<file path="src/rtl/dls_pkg.sv">
// Shared types, constants and the exp table for the dense layer with softmax.
package dls_pkg;

    localparam int OUTPUTS_DEF = 16;
    localparam int INPUTS_DEF  = 64;

    localparam int IDX_W   = 10;
    localparam int VAL_W   = 16;
    localparam int LOGIT_W = 24;
    localparam int EXP_W   = 32;
    localparam int TOTAL_W = 40;
    localparam int PROB_W  = 16;
    localparam int NRN_W   = 4;

    localparam logic [16:0] LOG2E_Q16 = 17'd94548;

    typedef enum logic [1:0] {
        ACT_WEIGHT = 2'd0,
        ACT_BIAS   = 2'd1,
        ACT_ELEM   = 2'd2,
        ACT_NONE   = 2'd3
    } t_action;

    typedef enum logic [2:0] {
        ST_IDLE,
        ST_MAC,
        ST_SHIFT,
        ST_DRAIN,
        ST_RD,
        ST_RDW,
        ST_DIV,
        ST_OUT
    } t_state;

    // Load port seen by every cell.
    typedef struct packed {
        logic               wen_w;
        logic               wen_b;
        logic [IDX_W-1:0]   index;
        logic [VAL_W-1:0]   value;
    } t_load;

    typedef struct packed {
        logic start;
        logic shift;
    } t_cell_ctl;

    // Input element travelling down the chain of cells.
    typedef struct packed {
        logic               valid;
        logic [IDX_W-1:0]   idx;
        logic [VAL_W-1:0]   x;
    } t_token;

    // round(2^(k/16) * 65536) for k = 0..16.
    function automatic logic [17:0] pow2_tab(input logic [4:0] k);
        logic [17:0] v;
        case (k)
            5'd0:    v = 18'd65536;
            5'd1:    v = 18'd68438;
            5'd2:    v = 18'd71468;
            5'd3:    v = 18'd74632;
            5'd4:    v = 18'd77936;
            5'd5:    v = 18'd81386;
            5'd6:    v = 18'd84990;
            5'd7:    v = 18'd88752;
            5'd8:    v = 18'd92682;
            5'd9:    v = 18'd96785;
            5'd10:   v = 18'd101070;
            5'd11:   v = 18'd105545;
            5'd12:   v = 18'd110218;
            5'd13:   v = 18'd115098;
            5'd14:   v = 18'd120194;
            5'd15:   v = 18'd125515;
            5'd16:   v = 18'd131072;
            default: v = 18'd0;
        endcase
        return v;
    endfunction

endpackage

</file>
<file path="src/rtl/dls_cell.sv">
// One neuron cell: its weight slice, bias, multiplier and accumulator.
module dls_cell #(
    parameter int CELL_ID = 0,
    parameter int INPUTS  = dls_pkg::INPUTS_DEF,
    parameter int ACC_W   = 40
) (
    input  logic                i_clk,
    input  dls_pkg::t_load      i_ld,
    input  dls_pkg::t_cell_ctl  i_ctl,
    input  dls_pkg::t_token     i_tok,
    output dls_pkg::t_token     o_tok,
    input  logic [ACC_W-1:0]    i_acc,
    output logic [ACC_W-1:0]    o_acc
);

    localparam int IW   = (INPUTS > 1) ? $clog2(INPUTS) : 1;
    localparam int BASE = CELL_ID * INPUTS;

    logic [dls_pkg::VAL_W-1:0] w_mem [INPUTS];
    logic [dls_pkg::VAL_W-1:0] r_bias;
    logic [dls_pkg::VAL_W-1:0] r_w;
    logic [dls_pkg::VAL_W-1:0] r_x;
    logic                      r_va;
    logic [31:0]               r_prod;
    logic                      r_vb;
    logic [ACC_W-1:0]          r_acc;
    dls_pkg::t_token           r_tok;
    logic [23:0]               w_off;
    logic                      w_hit;

    assign w_off = 24'(i_ld.index) - 24'(BASE);
    assign w_hit = (24'(i_ld.index) >= 24'(BASE)) && (24'(i_ld.index) < 24'(BASE + INPUTS));

    always_ff @(posedge i_clk) begin
        if (i_ld.wen_w && w_hit) begin
            w_mem[w_off[IW-1:0]] <= i_ld.value;
        end
        if (i_ld.wen_b && (i_ld.index == dls_pkg::IDX_W'(CELL_ID))) begin
            r_bias <= i_ld.value;
        end
        r_w    <= w_mem[i_tok.idx[IW-1:0]];
        r_x    <= i_tok.x;
        r_prod <= 32'($signed(r_x) * $signed(r_w));
        r_tok  <= i_tok;
        if (i_ctl.start) begin
            r_acc <= ACC_W'($signed(r_bias)) <<< 12;
        end else if (i_ctl.shift) begin
            r_acc <= i_acc;
        end else if (r_vb) begin
            r_acc <= r_acc + ACC_W'($signed(r_prod));
        end
    end

    // Valid flags of the multiply stages are control and are cleared by start.
    always_ff @(posedge i_clk) begin
        if (i_ctl.start) begin
            r_va <= 1'b0;
            r_vb <= 1'b0;
        end else begin
            r_va <= i_tok.valid;
            r_vb <= r_va;
        end
    end

    assign o_tok = r_tok;
    assign o_acc = r_acc;

endmodule

</file>
<file path="config.mk">
export PLATFORM = sky130hd
export DESIGN_NAME = dls_cell
export DESIGN_NICKNAME = d
export VERILOG_FILES = /design/src/rtl/dls_pkg.sv /design/src/rtl/dls_cell.sv
export SDC_FILE = /design/constraint.sdc
export NUM_CORES = 2
export LEC_CHECK = 0
export ABC_AREA = 0
export BUFFER_PORTS_ARGS = -buffer_cell sky130_fd_sc_hd__buf_2
export CAP_MARGIN = 15
export CORE_ASPECT_RATIO = 1.5
export CORE_UTILIZATION = 67
export DETAILED_ROUTE_END_ITERATION = 7
export PLACE_DENSITY = 0.88
export SLEW_MARGIN = 30
export SYNTH_ARGS = -nofsm -noshare
export SYNTH_HDL_FRONTEND = slang
export SYNTH_SLANG_ARGS = --single-unit
</file>
<file path="constraint.sdc">
create_clock -name i_clk -period 17.7 [get_ports i_clk]
set_clock_uncertainty 0.15 [all_clocks]
set_input_delay 3.54 -clock i_clk [delete_from_list [all_inputs] [get_ports i_clk]]
set_output_delay 3.54 -clock i_clk [all_outputs]
set_load 0.1 [all_outputs]
</file>
==> impl_results.md <==
- Cts bufs inserted: 99
- Met2 track demand over resource: 62.84%
- First-pass GRT wire length: 223,500 um
- Met3 Resource Use GR: 7.514%
- Overall routing resource usage: around two fifths
- IO Count: around 170
- TritonCTS clock tree: built
- Crit path buffers/inverters: 3
- CP endpoint kind: register
- Drt first pass iters: 8
- Maximum clock frequency: approximately 0.13 GHz
- CP peak stage delay: 1.04 ns
- CP required: about 18 ns
- Largest net degree at the start of global routing: ~120
- Top cells by count, synth: 1,068 x edfxtp_1, 336 x mux4_2, 292 x inv_1
- Synthesized flop and latch total: 1,157
- Post-synth top area share: between 50% and 60%
- PortBufs: 164
- Synth area leaders: edfxtp_1 59%, mux4_2 14%, fa_1 9.6%
- Max_cap viols: 0
- Die area: 82,910 um^2
- Vias in the first global route: 33,570
- Core ar.: 81,040 um^2
- Remaining DRCs: 0
- Antenna Nets Post-Route: 0
- Run status: finished, final reports clean
- Most frequent CP cell: fa_1
- Cells after synthesis: 3,175
- CP cell instances: nand2_1 -> inv_1 -> fa_1 -> fa_1 -> fa_1 -> fa_1 -> fa_1 -> inv_1 -> fa_1 -> inv_1 -> ha_1 -> nand3_1 -> or2_2 -> o41ai_1 -> o41a_1 -> a21oi_1 -> o21bai_1 -> xor2_1
- Count leader, synth: edfxtp_1
- Antenna violations before repair: 12
- Root Buffer: clkbuf_16
- Post-cts resize count: 0
- Hpwl dp: about 91,000 um
- RSZ-0062 raised after global routing: false
- Via count: 31,930
- Number of hold buffers added after cts: 0
- WL final: about 160,000 um
- Final core occ: 74.67%
- Vias/cell: 7.096
- Layout cells sized above 1: a little over a fifth
- M1 GR Usage: 44.27%
- Hold path startpoint: r_va
- H-tree levels: 3
- Gp weighted congestion: 0.9360
- Register area share after synthesis: 61.81%
- RR Startpoint: r_w[2]
- Clk slew on worst S/H paths: 0.07 ns
- Die Ht: 352.2 um
- Post-synth EDFFs: 1,068
- Cell row count: 128
- Iter 0 DRT Violations: 4,638
- Clk buf depth: 3
- Worst Path Max Fanout: 16
- Postcts setup bufs: 0
- Fin crit period: 7.482 ns
- YS warnings: 0
- GRT busiest layer: met2
- Reg2Reg Setup Slack: 10.22 ns
- CP startpoint: r_w[2]
- Fill count: 4,350
- Startpoint types: register
- Starting density of the core: roughly two thirds
- Worst EP arrival: around 8.0 ns
- Layout area overhead: 10.48%
- Syn Area/Cell: 17.25 um^2
- Area leader, netlist: edfxtp_1
- Slowest CP cell: dfxtp_1
- HP Class: reg -> reg
- Top FF cell, synth: edfxtp_1
- Critical path class: reg -> reg
- Synth async-reset ratio: 0%
- Tightest Pin Transition: around 1.1 ns
- Slew margin rel.: around a quarter
- Final hold vios: 0
- Mapped cell area: 54,770 um^2
- Residual overflow from global routing: 0
- Final net count: approximately 3,900
- Die Width: 235.4 um
- Pre-CTS WS: 10.47 ns
- Net Count, Synth: 3,657
- Setup violators final: 0
- Drt wl/cell: 34.81 um
- Yosys cell types: 73
- Clock latency on the worst-skew pair: 0.71 ns
- Largest delay share family, worst path: adder cells
- Final worst-path setup slack: 10.22 ns
- Final setup TNS: 0 ns
- Crit share post-route: 42.27%
- CTS Sinks: 1,157
- Slew Viols, Final: 0
registers in the layout (all words and copies together), names as in the netlist:
signal / cells
r_va: 1
r_w: 16
r_bias: 16
o_acc: 40
w_mem: 1024
r_prod: 32
o_tok: 27
r_vb: 1
cell type report:
class | count | area (um^2) | share of cell area, %
Multi-Input combinational cell | 1586 | 19270 | 31.85
Tap cell | 1040 | 1301 | 2.151
Antenna cell | 4 | 10.01 | 0.01654
Clock buffer | 121 | 2660 | 4.396
Inverter | 293 | 1100 | 1.818
Clock inverter | 59 | 800.8 | 1.323
Timing Repair Buffer | 239 | 1514 | 2.502
Sequential cell | 1157 | 33850 | 55.95
worst register-to-register path: cells and delay by family (launching register included):
kind                       cells  cell delay [ns]
adders and majority gates      7             3.92
AOI/OAI and AO/OA              4             1.15
DFF                            1             1.04
and+or+nand+nor                3             0.74
buffers and inverters          3             0.24
xor gates and xnor gates       1             0.16
stage by stage:
stage | instances | area [um^2] | hold slack (ns)
6_report | 4499 | 60510 | 0.2881
5_1_grt | 4498 | 60510 | 0.3162
4_1_cts | 4493 | 60420 | 0.2910
3_5_place_dp | 4313 | 56960 | 0.2755
3_3_place_gp | 4312 | 56910 | 0.2843
2_1_floorplan | 3175 | 54770 | 0.2638
worst paths after layout:
kind / end / depth (start not counted)
worst max-delay path: r_prod[28] / 18
worst min-delay path: r_vb / 1
worst max register to register: r_prod[28] / 18
worst min register to register: r_vb / 1
per-layer routing:
layer / wire length [um] / vias to the layer above / share of wire [%]
li1: - / 12280 / -
met1: 48450 / 16160 / 31
met2: 78350 / 2774 / 50
met3: 15590 / 700 / 10
met4: 14140 / 10 / 9.0
met5: 61 / - / 0.039
cell usage in the layout (no fill, tap or decap), drive strengths merged, types with 30 or more instances in the layout:
cell type	instances
clkbuf	121
fa	263
nand2	174
and2	125
clkinv	31
o21ai	43
a21oi	73
inv	298
ha	121
xnor2	47
mux4	336
nor2	140
edfxtp	1068
a21o	30
dfxtp	89
nand3	31
buf	239
cell families after synthesis:
logic type	count (synthesis)	synth area share, %
xor+xnor	63	1.007
compound gates	231	2.742
mux	352	14.11
fa+ha+maj	384	12.38
flops	1157	61.81
buf+inv	432	3.054
simple gates	556	4.891
Power is left out: the tool's default activity adds up to more than one toggle a clock period on the data nets, which glitch-free logic cannot reach.
