## src/rtl/dls_pkg.sv

```systemverilog
// Shared types, constants and the exp table for the dense layer with softmax.
package dls_pkg;

    localparam int OUTPUTS_DEF = 16;
    localparam int INPUTS_DEF  = 64;

    localparam int IDX_W   = 10;
    localparam int VAL_W   = 16;
    localparam int LOGIT_W = 24;
    localparam int EXP_W   = 32;
    localparam int TOTAL_W = 40;
    localparam int PROB_W  = 16;
    localparam int NRN_W   = 4;

    localparam logic [16:0] LOG2E_Q16 = 17'd94548;

    typedef enum logic [1:0] {
        ACT_WEIGHT = 2'd0,
        ACT_BIAS   = 2'd1,
        ACT_ELEM   = 2'd2,
        ACT_NONE   = 2'd3
    } t_action;

    typedef enum logic [2:0] {
        ST_IDLE,
        ST_MAC,
        ST_SHIFT,
        ST_DRAIN,
        ST_RD,
        ST_RDW,
        ST_DIV,
        ST_OUT
    } t_state;

    // Load port seen by every cell.
    typedef struct packed {
        logic               wen_w;
        logic               wen_b;
        logic [IDX_W-1:0]   index;
        logic [VAL_W-1:0]   value;
    } t_load;

    typedef struct packed {
        logic start;
        logic shift;
    } t_cell_ctl;

    // Input element travelling down the chain of cells.
    typedef struct packed {
        logic               valid;
        logic [IDX_W-1:0]   idx;
        logic [VAL_W-1:0]   x;
    } t_token;

    // round(2^(k/16) * 65536) for k = 0..16.
    function automatic logic [17:0] pow2_tab(input logic [4:0] k);
        logic [17:0] v;
        case (k)
            5'd0:    v = 18'd65536;
            5'd1:    v = 18'd68438;
            5'd2:    v = 18'd71468;
            5'd3:    v = 18'd74632;
            5'd4:    v = 18'd77936;
            5'd5:    v = 18'd81386;
            5'd6:    v = 18'd84990;
            5'd7:    v = 18'd88752;
            5'd8:    v = 18'd92682;
            5'd9:    v = 18'd96785;
            5'd10:   v = 18'd101070;
            5'd11:   v = 18'd105545;
            5'd12:   v = 18'd110218;
            5'd13:   v = 18'd115098;
            5'd14:   v = 18'd120194;
            5'd15:   v = 18'd125515;
            5'd16:   v = 18'd131072;
            default: v = 18'd0;
        endcase
        return v;
    endfunction

endpackage

```

## src/rtl/dls_div.sv

```systemverilog
// Restoring divider for (exp << 16) / total, one quotient bit per cycle.
module dls_div (
    input  logic                        i_clk,
    input  logic                        i_rst_n,
    input  logic                        i_start,
    input  logic [dls_pkg::EXP_W-1:0]   i_num,
    input  logic [dls_pkg::TOTAL_W-1:0] i_den,
    output logic                        o_done,
    output logic [dls_pkg::PROB_W-1:0]  o_quot
);

    logic [40:0] r_rem;
    logic [16:0] r_bits;
    logic [16:0] r_q;
    logic [39:0] r_den;
    logic [4:0]  r_cnt;
    logic        r_busy;
    logic        r_done;
    logic [15:0] r_res;
    logic [40:0] w_sh;
    logic        w_ge;
    logic [16:0] w_q;

    // The quotient never exceeds 2^16 since exp <= total, so 17 steps suffice.
    assign w_sh = {r_rem[39:0], r_bits[16]};
    assign w_ge = w_sh >= {1'b0, r_den};
    assign w_q  = {r_q[15:0], w_ge};

    always_ff @(posedge i_clk) begin
        if (i_start) begin
            r_rem  <= {10'd0, i_num[31:1]};
            r_bits <= {i_num[0], 16'd0};
            r_q    <= '0;
            r_den  <= i_den;
        end else if (r_busy) begin
            r_rem  <= w_ge ? (w_sh - {1'b0, r_den}) : w_sh;
            r_bits <= {r_bits[15:0], 1'b0};
            r_q    <= w_q;
            if (r_cnt == 5'd1) begin
                if (r_den == '0) begin
                    r_res <= '0;
                end else if (w_q[16]) begin
                    r_res <= 16'hFFFF;
                end else begin
                    r_res <= w_q[15:0];
                end
            end
        end
    end

    always_ff @(posedge i_clk) begin
        if (!i_rst_n) begin
            r_busy <= 1'b0;
            r_done <= 1'b0;
            r_cnt  <= '0;
        end else begin
            r_done <= r_busy && (r_cnt == 5'd1);
            if (i_start) begin
                r_busy <= 1'b1;
                r_cnt  <= 5'd17;
            end else if (r_busy) begin
                r_cnt <= r_cnt - 5'd1;
                if (r_cnt == 5'd1) begin
                    r_busy <= 1'b0;
                end
            end
        end
    end

    assign o_done = r_done;
    assign o_quot = r_res;

endmodule

```

## config.mk

```make
export PLATFORM = sky130hd
export DESIGN_NAME = dls_div
export DESIGN_NICKNAME = d
export VERILOG_FILES = /design/src/rtl/dls_pkg.sv /design/src/rtl/dls_div.sv
export SDC_FILE = /design/constraint.sdc
export NUM_CORES = 1
export LEC_CHECK = 0
export BUFFER_PORTS_ARGS = -buffer_cell sky130_fd_sc_hd__buf_2
export CORE_MARGIN = 5
export CORE_UTILIZATION = 50
export CTS_BUF_LIST = sky130_fd_sc_hd__clkbuf_4
export DETAILED_ROUTE_END_ITERATION = 7
export PLACE_DENSITY = 0.7
export RECOVER_POWER = 100
export SYNTH_ARGS = -nofsm -noshare
export SYNTH_HDL_FRONTEND = slang
export SYNTH_SLANG_ARGS = --single-unit
```

## constraint.sdc

```tcl
create_clock -name i_clk -period 3 [get_ports i_clk]
set_input_delay 0.6 -clock i_clk [delete_from_list [all_inputs] [get_ports i_clk]]
set_output_delay 0.6 -clock i_clk [all_outputs]
set_load 0.03 [all_outputs]
```

==> impl_metrics.ini <==
[power]
p_leak_nw = 3.628
fin_total_pwr_mw = 4.926
power_density_nw_per_um2 = 559.1
ir_worst_vdd_v = 0.0005104

[detailed_routing]
drt_pre_antenna_iters = 5
drc = 0
drtAntennaViolNets = 0
wl_per_cell_um = 17.28
drt_iter0_drc = 542
wirelength_mm = 19.37
vias = 6426
vias_per_cell = 5.732

[global_route]
grt_pass1_vias = 6066
grt_pass1_wl_mm = 30.74
grt_overflow_total = 0
grt_usage_pct = 21.67
antenna_found_initial = 0
grt_start_max_net_pins = 56

[timing]
drv_slew = 0
tightest_slew_ns = 1.315
clock.fmax_ghz = 0.3439
max_slew_margin_pct = 12.35
setup_viol = 0
fin_crit_ns = 2.908
timing.final.crit_share_pct = 96.94
skew_ns = 0.01682
grt_setup_unrepaired = true
hold_viol = 0

[worst_hold_path]
worstHoldPathType = in -> reg

[die]
rows = 44
die_w_um = 132.1
dieArea_sq_um = 17450
die_h_um = 132.1
ioPinCount = 92
initial_core_util_pct = 51.09
core_sq_um = 14590

[worst_setup_path]
cp_num_cells = 11
crit_buf_inv = 2
cp_slowest_stage_delay_ns = 0.40
crit_path_start_kind = register
cp_max_fo = 24
crit_end = r_rem[12]$_DFFE_PP_
r2r_cells = 11
path_cells = inv_1 -> ha_4 -> nand2_1 -> nor2_2 -> nand3_1 -> a211o_1 -> a311oi_4 -> or2_1 -> buf_12 -> mux2i_1 -> o21ai_0
rr_endpoint = r_rem[12]$_DFFE_PP_
critPathTopFamily = compound AO/OA/AOI/OAI gates
crit-reg2reg-launch = r_den[13]$_DFFE_PP_
endpoint_kind = register
rrSetupSlack_ns = 0.09
slowest_stage = a211o_1
arrival_ns = 3.15
startpoint = r_den[13]$_DFFE_PP_
path_class = reg -> reg
required_ns = 3.24

[placement]
io_buffers = 91
place.gp.congestion = 0.9152
post-dp-hpwl_mm = 14.28
post-place-cells = 1080

[logic_synthesis]
synth-adder-area-share_pct = 7.319
synthFlopType = edfxtp_1
syn-num-nets = 914
synth_top_family_by_area = compound AO/OA/AOI/OAI gates
syn_area_sq_um = 7453
synth-compound-area-share_pct = 18.73
synthCells = 796
synth-async-reset-ratio_pct = 0
synth_xor_area_share_pct = 3.408
yosysSeqAreaShare_pct = 44.05
synthDistinctLibCells = 73
yosys.area_share.simple_pct = 18.33
synth_top_area_cell = edfxtp_1
syn_area_per_cell_sq_um = 9.364
synthMuxAreaShare_pct = 2.837
yosysTopAreaCellShare_pct = 35.45
synth-edff-count = 88
synth.area.top_cells = edfxtp_1, dfxtp_1, ha_1
ys_warn_count = 0
ys_ff_latch = 120

[clock_tree]
cts_buffers = 17
cts_sinks = 120
cts-root-buf = clkbuf_4
clock_latency_ns = 0.54
cts_hold_buf = 0
clk_pin_slew_ns = 0.11
cts_buffer_depth = 2
cts_tree = yes
h-tree-depth = 4

[status]
status = completed

[final_layout]
syn2layout_area_growth_pct = 18.21
multi_input_area_sq_um = 3951
drive_gt1_share_pct = 21.13
antenna_cells = 0
finalNetCount = 1042
n_fill_cell = 1280
seq_area_sq_um = 3283
stdcell_count = 1121

[run]
cap_violations = 0
-- routing by layer --
layer  track usage (%)  vias to the layer above  part of all wire [%]
li1                  -                     3171                     -
met1             30.54                     2984                    47
met2             33.04                      241                    44
met3             4.733                       30                   7.3
met4             7.543                        0                   2.1
met5                 0                        -                     0
-- metrics by stage --
| step | TNS [ns] | setup WS (ns) | hold WS (ns) | util [%] | instance area [sq um] |
|---|---|---|---|---|---|
| final | 0 | 0.09184 | 0.2230 | 60.39 | 8811 |
| after global routing | -0.05369 | -0.02123 | 0.1755 | 60.39 | 8811 |
| after CTS | 0 | 0.01943 | 0.1853 | 59.13 | 8627 |
| after detailed placement | -0.1329 | -0.04832 | 0.5069 | 57.20 | 8344 |
| after global placement | -0.4639 | -0.08266 | 0.4841 | 57.20 | 8344 |
| after floorplan | 0 | 0.3226 | 0.4685 | - | 7453 |
-- cell type report --
type,instances,area share (%)
sequential,120,37.26
clock inverter,13,1.491
timing repair buffer,146,9.784
multi-input combinational,583,44.85
clock buffer,19,1.619
tap,184,2.613
inverter,56,2.386
-- cells by family after synthesis --
group / Yosys count
flops: 120
compound gates: 203
xor+xnor: 29
fa+ha+maj: 43
buf+inv: 93
simple gates: 287
mux: 21
-- flip-flops by register name, summed over array words and instances, names as in the netlist --
signal	count
r_q	16
o_done	1
r_rem	40
r_den	40
r_busy	1
o_quot	16
r_cnt	5
r_bits	1
-- what timing repair did --
item / 4_1_cts / 5_1_grt
pin swaps: 0 / 10
endpoints found under the setup margin: 11 / 28
gates resized for setup: 2 / 30
gates cloned: 0 / 0
setup buffers: 0 / 9
-- synth_stat cells (6+ instances only) --
cell	n
a211oi_1	12
a21boi_0	6
a21o_1	15
a21oi_1	47
a31oi_1	26
and3_1	11
buf_2	9
clkbuf_1	20
dfxtp_1	32
edfxtp_1	88
ha_1	42
inv_1	56
mux2i_1	20
nand2_1	72
nand2b_1	9
nand3_1	17
nand4_1	8
nor2_1	101
nor3_1	18
nor4_1	12
o21a_1	6
o21ai_0	31
o21ai_1	8
o21bai_1	7
or3_1	7
xnor2_1	23
xor2_1	6
-- report_power, final --
group	leakage, nW	switching [mW]	internal [mW]
Clock	0.154	0.650	0.509
Sequential	1.12	0.0983	1.94
Combinational	2.36	0.977	0.756
Total	3.63	1.73	3.20
-- layout by cell type, fill, tap and decap left out, types with 8 or more instances in the layout --
master	n
nand2b_1	9
nand4_1	8
clkbuf_1	23
ha_1	32
nand2_1	71
and3_1	11
dfxtp_1	32
xnor2_1	23
nor2_1	98
buf_2	71
nor3_1	17
a31oi_1	25
clkbuf_4	19
edfxtp_1	88
a21o_1	15
inv_1	56
buf_4	46
a21oi_1	45
mux2i_1	20
nor4_1	12
nand3_1	16
o21ai_0	29
a211oi_1	11
-- worst min path at each step --
| stage | from | end | slack [ns] | cells after the start |
|---|---|---|---|---|
| 2_1_floorplan | r_cnt[1]$_SDFFE_PP0P_ | r_cnt[1]$_SDFFE_PP0P_ | 0.47 | 2 |
| 3_3_place_gp | r_cnt[1]$_SDFFE_PP0P_ | r_cnt[1]$_SDFFE_PP0P_ | 0.48 | 2 |
| 3_5_place_dp | r_cnt[1]$_SDFFE_PP0P_ | r_cnt[1]$_SDFFE_PP0P_ | 0.51 | 2 |
| 4_1_cts | i_den[13] | r_den[13]$_DFFE_PP_ | 0.19 | 1 |
| 5_1_grt | i_den[31] | r_den[31]$_DFFE_PP_ | 0.18 | 1 |
| 6_report | i_den[6] | r_den[6]$_DFFE_PP_ | 0.22 | 1 |
Power figures use the tool's default switching activity.
